===== config.mk =====
export PLATFORM = sky130hd
export DESIGN_NAME = basc_fold
export DESIGN_NICKNAME = d
export VERILOG_FILES = /design/src/hw/rtl/basc_pkg.sv /design/src/hw/rtl/basc_fold.sv
export VERILOG_INCLUDE_DIRS = /design/src /design/src/hw/rtl
export SDC_FILE = /design/constraint.sdc
export NUM_CORES = 1
export LEC_CHECK = 0
export ABC_AREA = 1
export ABC_CLOCK_PERIOD_IN_PS = 1600
export BUFFER_PORTS_ARGS = -buffer_cell sky130_fd_sc_hd__buf_2
export CAP_MARGIN = 10
export CORE_AREA = 2 2 61 63
export CTS_BUF_LIST = sky130_fd_sc_hd__clkbuf_16
export DETAILED_ROUTE_END_ITERATION = 8
export DIE_AREA = 0 0 63 65
export MAX_ROUTING_LAYER = met4
export PLACE_DENSITY = 0.49
export SLEW_MARGIN = 25
export SYNTH_ARGS = -nofsm -noshare
export SYNTH_HDL_FRONTEND = slang
export SYNTH_SLANG_ARGS = --single-unit

===== constraint.sdc =====
create_clock -name clk -period 1.6 [get_ports clk]
set_input_delay 0 -clock clk [delete_from_list [all_inputs] [get_ports clk]]
set_output_delay 0 -clock clk [all_outputs]
set_load 0.1 [all_outputs]

===== src/hw/rtl/assert_macros.svh =====
// Assertion macros shared by the RTL.
// No dependencies.
`ifndef ASSERT_MACROS_SVH
`define ASSERT_MACROS_SVH

// Plain property, sampled on the rising edge, off while reset is high.
`define ASSERT_PROP(label, clk, rst, prop, msg) \
  label: assert property (@(posedge clk) disable iff (rst) (prop)) else $error(msg);

// Overlapping implication.
`define ASSERT_IMPL(label, clk, rst, ante, cons, msg) \
  label: assert property (@(posedge clk) disable iff (rst) (ante) |-> (cons)) else $error(msg);

`endif


===== src/hw/rtl/basc_pkg.sv =====
// Package for the binary-angle sine/cosine block: constants and stage types.
// No dependencies.
`timescale 1ns / 1ps

package basc_pkg;

  localparam int OUT_BITS_DEF = 16;

  localparam logic [15:0] QUARTER = 16'h4000;
  localparam logic [15:0] HALF    = 16'h8000;

  // round(pi * 2^30)
  localparam logic [31:0] PI_Q30 = 32'd3373259426;

  // Reciprocals for exact constant division: /3 (>>33), /5 (>>34), /21 (>>32)
  localparam logic [31:0] RECIP3  = 32'hAAAAAAAB;
  localparam logic [31:0] RECIP5  = 32'hCCCCCCCD;
  localparam logic [27:0] RECIP21 = 28'd204522253;

  // Accept edge to the edge at which the strobe is sampled
  localparam int LATENCY = 11;

  typedef struct packed {
    logic        valid;
    logic        neg;
    logic [14:0] q;
  } fold_t;

  typedef struct packed {
    logic        valid;
    logic        neg;
    logic [31:0] s;
  } poly_t;

endpackage


===== src/hw/rtl/basc_fold.sv =====
// Input stage: cosine offset and quadrant fold to a first-quadrant angle.
// Depends on basc_pkg and assert_macros.svh.
`timescale 1ns / 1ps
`include "assert_macros.svh"

module basc_fold (
  input  logic                 clk,
  input  logic                 rst,
  input  logic                 take,
  input  logic                 func,
  input  logic [15:0]          angle,
  output basc_pkg::fold_t      out
);

  logic [15:0] a;
  logic [15:0] h;
  logic        neg_c;
  logic [15:0] q_c;

  always_comb begin
    a = func ? (angle + basc_pkg::QUARTER) : angle;
    neg_c = (a > basc_pkg::HALF);
    h = neg_c ? (a - basc_pkg::HALF) : a;
    q_c = (h <= basc_pkg::QUARTER) ? h : (basc_pkg::HALF - h);
  end

  always_ff @(posedge clk) begin
    if (rst) begin
      out.valid <= 1'b0;
    end else begin
      out.valid <= take;
    end
    out.neg <= neg_c;
    out.q   <= q_c[14:0];
  end

  `ASSERT_IMPL(a_fold_range, clk, rst, out.valid, ({1'b0, out.q} <= basc_pkg::QUARTER), "q range")

endmodule


==> run_results.csv <==
group,metric,value,unit
clock_tree,cts_tree,"done",
yosys,syn_avg_cell_area,6.70,um^2
worst_setup_path,end_kind,"register",
grt,grt_pass1_wl,4110,um
yosys,ys_seq_area_share,34.3,%
yosys,synth_fp_nets,169,
min_path,whs_path_depth,3,
grt,grt_overflow,0,
finish,num_antenna_cells,0,
routing,vias,1003,
finish,final_cell_area,1320,um^2
min_path,min_path_type,"input port to register",
power,ir_drop,443,uV
clock_tree,cts_max_level,1,
placed_design,port_buffers,36,
clock_tree,cts_resized,0,
yosys,ys_ff_latch,17,
worst_setup_path,worstPathMaxFanout,13,
routing,vias_per_cell,4.21,
grt,grt_max_degree,16,
min_path,hold_end,"out[3]",
routing,wl_per_cell,9.87,um
sta,whs,4.25,ps
routing,drt_iter0_drc,33,
sta,rsz0062_at_grt,"no",
finish,final_cells,238,
finish,layout-drive-gt1-share,27.4,%
finish,fillers,412,
floorplan,die_area,4100,um^2
sta,period_needed,1140,ps
floorplan,start_util,28.3,%
clock_tree,clk_pin_slew,50,ps
placed_design,placed_cell_area,1200,um^2
power,p_leak,0.000712,uW
sta,fmax,0.874,GHz
clock_tree,ctsHoldBuffers,4,
finish,utilization,37.9,%
worst_setup_path,startpoint_type,"input port",
routing,first_pass_iters,4,
placed_design,placed_cells,230,
finish,regMostFlops,"out",
yosys,ys_types,17,
routing,drt-total-wl,2350,um
grt,grt_pass1_vias,966,
sta,setup_viol,0,
clock_tree,post_cts_buffers,0,
finish,largest_reg_flops,17,
run_status,status,"finished clean",
clock_tree,clk_path_buf_depth,2,
grt,grt_usage,13.1,%
min_path,hp-start,"angle[3]",
sta,slew_violations,0,
placed_design,gp_congestion,0.834,
placed_design,dpl.hpwl,1850,um
worst_setup_path,path_class,"input port to register",
floorplan,ioPinCount,37,
sta,timing.slew.headroom,67.5,%
yosys,netlist_area,991,um^2
clock_tree,clock-root-buffer,"clkbuf_16",
clock_tree,cts_made_buffers,3,
floorplan,die_h,65,um
grt,antenna_found_initial,0,
sta,finalHoldViolCount,0,
yosys,yosys_warnings,0,
routing,drc_errors,0,
worst_setup_path,worstPathRequired,1740,ps
finish,largestRegisters,"out x17",
floorplan,die_w,63,um
clock_tree,cts_sinks,17,
sta,post-route-period-util,71.5,%
sta,fin_tns_setup,0,ps
routing,ant_nets,0,
finish,nets,212,
floorplan,core_area,3500,um^2
worst_setup_path,crit_arrival,1280,ps
yosys,synthCells,148,
flow_run,drv_cap,0,
sta,worstMarginPinSlew,490,ps
floorplan,rows,22,
power,power_density,1160,nW/um^2
finish,area_growth,33.6,%
[Yosys cell counts]
| cell | number | share of area (%) |
|---|---|---|
| nand2_4 | 2 | 2.3 |
| nand3_1 | 19 | 9.6 |
| nand4_1 | 1 | 0.63 |
| nand2_2 | 5 | 3.2 |
| inv_2 | 2 | 0.76 |
| xor2_1 | 3 | 2.7 |
| nor2_4 | 2 | 2.3 |
| clkbuf_4 | 1 | 0.76 |
| buf_8 | 1 | 1.5 |
| inv_1 | 14 | 5.3 |
| dfxtp_1 | 17 | 34 |
| nor2_1 | 19 | 7.2 |
| xor2_4 | 1 | 2.8 |
| ha_1 | 1 | 1.3 |
| nand2_1 | 55 | 21 |
| buf_6 | 1 | 1.1 |
| xnor2_1 | 4 | 3.5 |
[placed cells by master, fill, tap and decap left out]
cell / count
nand2_1: 55
buf_2: 36
nor2_1: 19
nand3_1: 19
dfxtp_1: 17
inv_1: 15
nand2_2: 5
xnor2_1: 4
dlygate4sd3_1: 4
xor2_1: 3
clkbuf_16: 3
nor2_4: 2
inv_2: 2
nand2_4: 2
nand4_1: 1
xor2_4: 1
ha_1: 1
buf_4: 1
[through the flow]
step	total power (uW)	worst slack (ps)
2_1_floorplan	945	473
3_3_place_gp	1040	234
3_5_place_dp	1050	195
4_1_cts	1550	447
5_1_grt	1610	296
6_report	1540	456
[cell families (layout without fill, tap and decap cells)]
| kind of cell | after synthesis | in the layout | synth area share, % |
|---|---|---|---|
| and+or+nand+nor | 103 | 103 | 46.0 |
| adders and majority gates | 1 | 1 | 1.26 |
| xor gates and xnor gates | 8 | 8 | 8.97 |
| buffers and inverters | 19 | 61 | 9.47 |
| DFF | 17 | 17 | 34.3 |
[metal layers]
metal	part of all wire, %	GRT usage (%)	up-vias
li1	-	-	533
met1	46	15.4	437
met2	47	21.7	27
met3	4.6	1.91	6
met4	2.8	7.50	0
met5	0	-	-
[worst max-delay path: stages]
cell,delay [ps]
buf_2,110
inv_1,60
ha_1,250
nand2_2,120
nor2_4,150
nand4_1,110
nand2_2,200
nand2_4,150
nand2_1,90
nand2_1,50
[worst max path at each step]
stage,from,end,slack [ps],cells past startpoint
after floorplan,angle[0],out[10],470,10
after global placement,angle[0],out[11],230,11
after detailed placement,angle[0],out[8],190,10
after CTS,angle[0],out[8],450,10
after global routing,angle[0],out[2],300,10
final,angle[0],out[8],460,10
[cell type report]
| class | instances | area [um^2] | share of cell area (%) |
|---|---|---|---|
| inverters | 16 | 60.1 | 4.54 |
| flip-flops and latches | 17 | 340 | 25.7 |
| repair buffers | 41 | 228 | 17.2 |
| clock buffers | 3 | 75.1 | 5.67 |
| clock inverters | 1 | 3.75 | 0.284 |
| multi-input cells | 112 | 557 | 42.1 |
| well taps | 48 | 60.1 | 4.54 |
[power by group]
group	internal, uW	switching [uW]
Combinational	104	460
Sequential	470	9.21
Clock	332	167
Total	905	636
Power figures use the tool's default switching activity.
