## src/hw/rtl/assert_macros.svh

```systemverilog
// Assertion macros shared by the RTL.
// No dependencies.
`ifndef ASSERT_MACROS_SVH
`define ASSERT_MACROS_SVH

// Plain property, sampled on the rising edge, off while reset is high.
`define ASSERT_PROP(label, clk, rst, prop, msg) \
  label: assert property (@(posedge clk) disable iff (rst) (prop)) else $error(msg);

// Overlapping implication.
`define ASSERT_IMPL(label, clk, rst, ante, cons, msg) \
  label: assert property (@(posedge clk) disable iff (rst) (ante) |-> (cons)) else $error(msg);

`endif

```

## src/hw/rtl/basc_pkg.sv

```systemverilog
// Package for the binary-angle sine/cosine block: constants and stage types.
// No dependencies.
`timescale 1ns / 1ps

package basc_pkg;

  localparam int OUT_BITS_DEF = 16;

  localparam logic [15:0] QUARTER = 16'h4000;
  localparam logic [15:0] HALF    = 16'h8000;

  // round(pi * 2^30)
  localparam logic [31:0] PI_Q30 = 32'd3373259426;

  // Reciprocals for exact constant division: /3 (>>33), /5 (>>34), /21 (>>32)
  localparam logic [31:0] RECIP3  = 32'hAAAAAAAB;
  localparam logic [31:0] RECIP5  = 32'hCCCCCCCD;
  localparam logic [27:0] RECIP21 = 28'd204522253;

  // Accept edge to the edge at which the strobe is sampled
  localparam int LATENCY = 11;

  typedef struct packed {
    logic        valid;
    logic        neg;
    logic [14:0] q;
  } fold_t;

  typedef struct packed {
    logic        valid;
    logic        neg;
    logic [31:0] s;
  } poly_t;

endpackage

```

## src/hw/rtl/basc_round.sv

```systemverilog
// Output stage: Q1.(OUT_BITS-1) rounding, clamp and sign.
// Depends on basc_pkg and assert_macros.svh.
`timescale 1ns / 1ps
`include "assert_macros.svh"

module basc_round #(
  parameter int OUT_BITS = basc_pkg::OUT_BITS_DEF
) (
  input  logic                       clk,
  input  logic                       rst,
  input  basc_pkg::poly_t            in,
  output logic                       done,
  output logic signed [OUT_BITS-1:0] value
);

  localparam int          SH   = 32 - OUT_BITS;
  localparam logic [32:0] RND  = (33'd1 << SH) >> 1;
  localparam logic [32:0] MAXV = (33'd1 << (OUT_BITS - 1)) - 33'd1;

  logic [32:0]         sum;
  logic [32:0]         mag;
  logic [32:0]         mag_c;
  logic [OUT_BITS-1:0] res;
  logic [OUT_BITS-1:0] value_next;

  always_comb begin
    sum        = {in.s, 1'b0} + RND;
    mag        = sum >> SH;
    mag_c      = (mag > MAXV) ? MAXV : mag;
    res        = mag_c[OUT_BITS-1:0];
    value_next = in.neg ? (~res + 1'b1) : res;
  end

  always_ff @(posedge clk) begin
    if (rst) begin
      done <= 1'b0;
    end else begin
      done <= in.valid;
    end
    value <= value_next;
  end

  `ASSERT_IMPL(a_poly_range, clk, rst, in.valid, (in.s[31:30] == 2'b00), "sum outside [0,1)")

endmodule
```

## config.mk

```make
export PLATFORM = sky130hd
export DESIGN_NAME = basc_round
export DESIGN_NICKNAME = d
export VERILOG_FILES = /design/src/hw/rtl/basc_pkg.sv /design/src/hw/rtl/basc_round.sv
export VERILOG_INCLUDE_DIRS = /design/src /design/src/hw/rtl
export SDC_FILE = /design/constraint.sdc
export NUM_CORES = 1
export LEC_CHECK = 0
export BUFFER_PORTS_ARGS = -buffer_cell sky130_fd_sc_hd__buf_2
export CORE_MARGIN = 2
export CORE_UTILIZATION = 55
export CTS_BUF_LIST = sky130_fd_sc_hd__clkbuf_2
export CTS_CLUSTER_SIZE = 12
export DETAILED_ROUTE_END_ITERATION = 10
export PLACE_DENSITY = 0.88
export RECOVER_POWER = 50
export SYNTH_ARGS = -nofsm -noshare
export SYNTH_HDL_FRONTEND = slang
export SYNTH_SLANG_ARGS = --single-unit
```

## constraint.sdc

```tcl
create_clock -name clk -period 8.14 [get_ports clk]
set_clock_uncertainty 0.1 [all_clocks]
set_input_delay 1.628 -clock clk [delete_from_list [all_inputs] [get_ports clk]]
set_output_delay 1.628 -clock clk [all_outputs]
set_load 0.05 [all_outputs]
```

==> impl_summary.md <==
Pwr
The leakage dissipation is 0.639 nW. The worst-case IR drop observed on VDD is 0.162 mV. The total power per unit cell area is 127 nW/µm².

Worst hold path
The path class of the tightest hold or removal check is in -> reg.

Setup path
The maximum fanout along the worst path is 17. Data on the critical path is required at its endpoint by 8240 ps. The largest single stage delay on the critical path is 380 ps. The data arrival time at the worst-slack endpoint is 5080 ps.

STA classifies the critical path startpoint as an input port. Walking the worst path, the cells encountered are buf_2, ha_1, nand4_2, nor2_1, and3_1, a31oi_2, nor2_1, ha_1, or3b_1, nor4_1, a31o_2, nand4_2, o211a_1, nor4_1. The path type of the worst setup path is in -> reg.

The slowest cell on the critical path is sky130_fd_sc_hd__or3b_1. The kind of end point of the critical path is a register.

Synth
By area the synthesized netlist is led by sky130_fd_sc_hd__dfxtp_1 24%, sky130_fd_sc_hd__xnor2_1 6.1%, sky130_fd_sc_hd__nand3_1 5.2%. In this run, distinct cell masters in the synthesized netlist total 54. The number of nets produced by synthesis is 221. Synthesis handed over a netlist of 183 instances.

After synthesis the cells add up to 1430 µm². The warning count from the yosys run is 0. The number of enable flip-flop cells after synthesis is 0. The total of flip-flops plus latches after synthesis is 17. The sequential-to-total area share from yosys stat is 0.237. The biggest area consumer among synthesized cells is sky130_fd_sc_hd__dfxtp_1. The fraction of registers with async set or reset after synthesis is 0.

The synthesized area per cell is 7.84 µm². The share of synthesized area in the top cell type comes to 0.237. Among all flip-flop cells after synthesis, the most frequent one is sky130_fd_sc_hd__dfxtp_1.

Job
The max-cap violation count is 0.

Global route
The via count of the first global-routing pass is 1240. The largest net degree at the start of global routing is 24. Across every metal layer, demand over resource in global routing totals 0.239. The first-pass GRT wire length is 5310 µm. The number of antenna violations at the first check in global routing came to 0.

The global-route congestion overflow total is 0.

STA
The final number of hold-violating endpoints is 0. For the pin with the worst max-slew slack, the measured transition is 727 ps. Of the available clock period, the critical path in the final layout requires 0.611.

For the finished layout, the period the worst path requires is 4970 ps. Setup repair after global routing left no endpoint under its margin. Setup total negative slack on the finished layout was measured at 0 ps. The number of endpoints failing setup at the final stage is 0. The normalized max-slew margin is 0.514. The timing-limited maximum frequency is 201 MHz. The max-slew violation count is 0.

Clocking
The CTS clock-pin slew for the worst setup and hold paths is 140 ps. The number of clock buffers added by TritonCTS is 3. In this run the number of H-tree levels came out at 1. The number of gates resized after CTS was 0. The number of hold-repair buffers added at the cts stage is 0.

The cell at the root of the clock tree is sky130_fd_sc_hd__clkbuf_2. TritonCTS built the clock tree. Counting along the longest clock path gives a buffer depth of 2. Buffers added to address setup during post-CTS repair amount to 0. The clock drives 17 sinks.

Layout
Fill cells in the final layout number 252. The ratio of cells with drive above 1 in the final layout is 0.175. The layout overhead on the synthesized area is 11.1%. With fillers left out, the area of the finished cells amounts to 1590 µm². The net count of the finished layout is 251. The number of antenna diodes in the final layout is 0.

Routing
The length of the first detailed-routing pass in iterations is 4. The antenna violation net count after detailed routing is 0. The final routed wire length divided by cell count is 13.1 µm.

In the routed layout, each cell is associated on average with a via count of 6.03. The violation count after the first detailed-routing iteration is 26. After detailed routing, the total wire length is 3160 µm.

After detailed routing, the number of remaining DRC violations is 0. The routed layout has 1459 vias.

Place
During placement, the flow inserted port buffers numbering 38. The global placement routability congestion is 0.898. After legalization and detailed placement, the total HPWL measured 2430 µm. Once placement finished, the instance area stood at 1590 µm².

Floorplanning
The die is 55.1 µm tall. The floorplan core area is 2480 µm². The die covers 3030 µm². The I/O pin total is 53. The initial utilization of the core area, before any placement, comes to 0.579. In this run the horizontal extent of the chip is 55.1 µm. After floorplanning, the core was divided into 18 placement rows.

Status
The flow ran to the end, and the final reports show no timing, DRC or antenna violations.
synth_stat cells, types with 2 or more instances:
master and n:
sky130_fd_sc_hd__nand3_1 15, sky130_fd_sc_hd__o2111ai_1 2, sky130_fd_sc_hd__a31o_2 2, sky130_fd_sc_hd__nor2_1 14, sky130_fd_sc_hd__ha_1 2, sky130_fd_sc_hd__a22oi_1 3
sky130_fd_sc_hd__a2bb2oi_1 2, sky130_fd_sc_hd__nand2_1 9, sky130_fd_sc_hd__o31a_1 2, sky130_fd_sc_hd__o21ai_0 5, sky130_fd_sc_hd__nand4_1 5, sky130_fd_sc_hd__xnor2_1 10
sky130_fd_sc_hd__xor2_1 5, sky130_fd_sc_hd__nor4_1 7, sky130_fd_sc_hd__dfxtp_1 17, sky130_fd_sc_hd__nand4_2 3, sky130_fd_sc_hd__o21ai_1 3, sky130_fd_sc_hd__inv_1 4
sky130_fd_sc_hd__a21oi_1 12, sky130_fd_sc_hd__clkbuf_1 3, sky130_fd_sc_hd__or4_1 2, sky130_fd_sc_hd__buf_2 7, sky130_fd_sc_hd__or3_1 2, sky130_fd_sc_hd__a21o_1 5
sky130_fd_sc_hd__and3_1 5, sky130_fd_sc_hd__buf_4 3, sky130_fd_sc_hd__nor3_1 5, sky130_fd_sc_hd__mux2i_1 3
layout by cell type, fill, tap and decap left out, drive strengths merged, types with 8 or more instances in the layout:
cell and count:
buf 22, clkbuf 20, dfxtp 17, nand3 15
nor2 14, a21oi 12, xnor2 11, nand2 9
nor4 8, nand4 8, o21ai 8
state kept, by name (all words and copies together), names as in the netlist:
name	flops
done	1
value	16
power by group:
part	internal, mW	leakage [nW]	switching (mW)
Clock	0.0130	0.0166	0.0241
Sequential	0.0898	0.143	0.00135
Combinational	0.0210	0.479	0.0536
Total	0.124	0.639	0.0790
logic make-up after synthesis:
group | count (synthesis) | share of synthesized area
XOR/XNOR | 16 | 0.103
AO/OA/AOI/OAI | 49 | 0.242
AND/OR/NAND/NOR | 77 | 0.311
adder cells (fa/ha/maj) | 2 | 0.0174
buffers and inverters | 18 | 0.0611
flip-flops | 17 | 0.237
multiplexers | 4 | 0.0288
final timing paths:
check,startpoint,to,cells after the start
setup / recovery,in[15],value[14],14
hold / removal,rst,done,2
final cells by class:
class / instances / area (µm²) / share of cell area
tap: 30 / 37.5 / 0.0236
multi-input combinational: 148 / 1010 / 0.632
inverter: 5 / 18.8 / 0.0118
sequential: 17 / 340 / 0.214
timing repair buffer: 38 / 170 / 0.107
clock buffer: 4 / 20.0 / 0.0126
worst max-delay path: cells and delay by family:
kind / cells / cell delay, ps
buffers and inverters: 1 / 140
AOI/OAI and AO/OA: 3 / 760
adders and majority gates: 2 / 580
and+or+nand+nor: 8 / 1960
metrics by stage:
| step | std cells | hold WS, ps | setup slack, ps | total power [mW] | utilization |
|---|---|---|---|---|---|
| floorplan | 183 | 1600 | 3500 | 0.151 | - |
| global placement | 238 | 1680 | 2940 | 0.168 | 0.643 |
| detailed placement | 238 | 1690 | 2890 | 0.169 | 0.643 |
| CTS | 242 | 1360 | 3200 | 0.206 | 0.651 |
| global route | 242 | 1340 | 2980 | 0.216 | 0.643 |
| finish | 242 | 1360 | 3170 | 0.203 | 0.643 |
per-layer routing:
| metal | routed length [µm] | track usage | part of all wire |
|---|---|---|---|
| met5 | 0 | 0 | 0 |
| met1 | 1390 | 0.284 | 0.44 |
| met3 | 155 | 0.0591 | 0.049 |
| met4 | 57 | 0.102 | 0.018 |
| met2 | 1550 | 0.407 | 0.49 |
(Power assumes the default switching activity.)
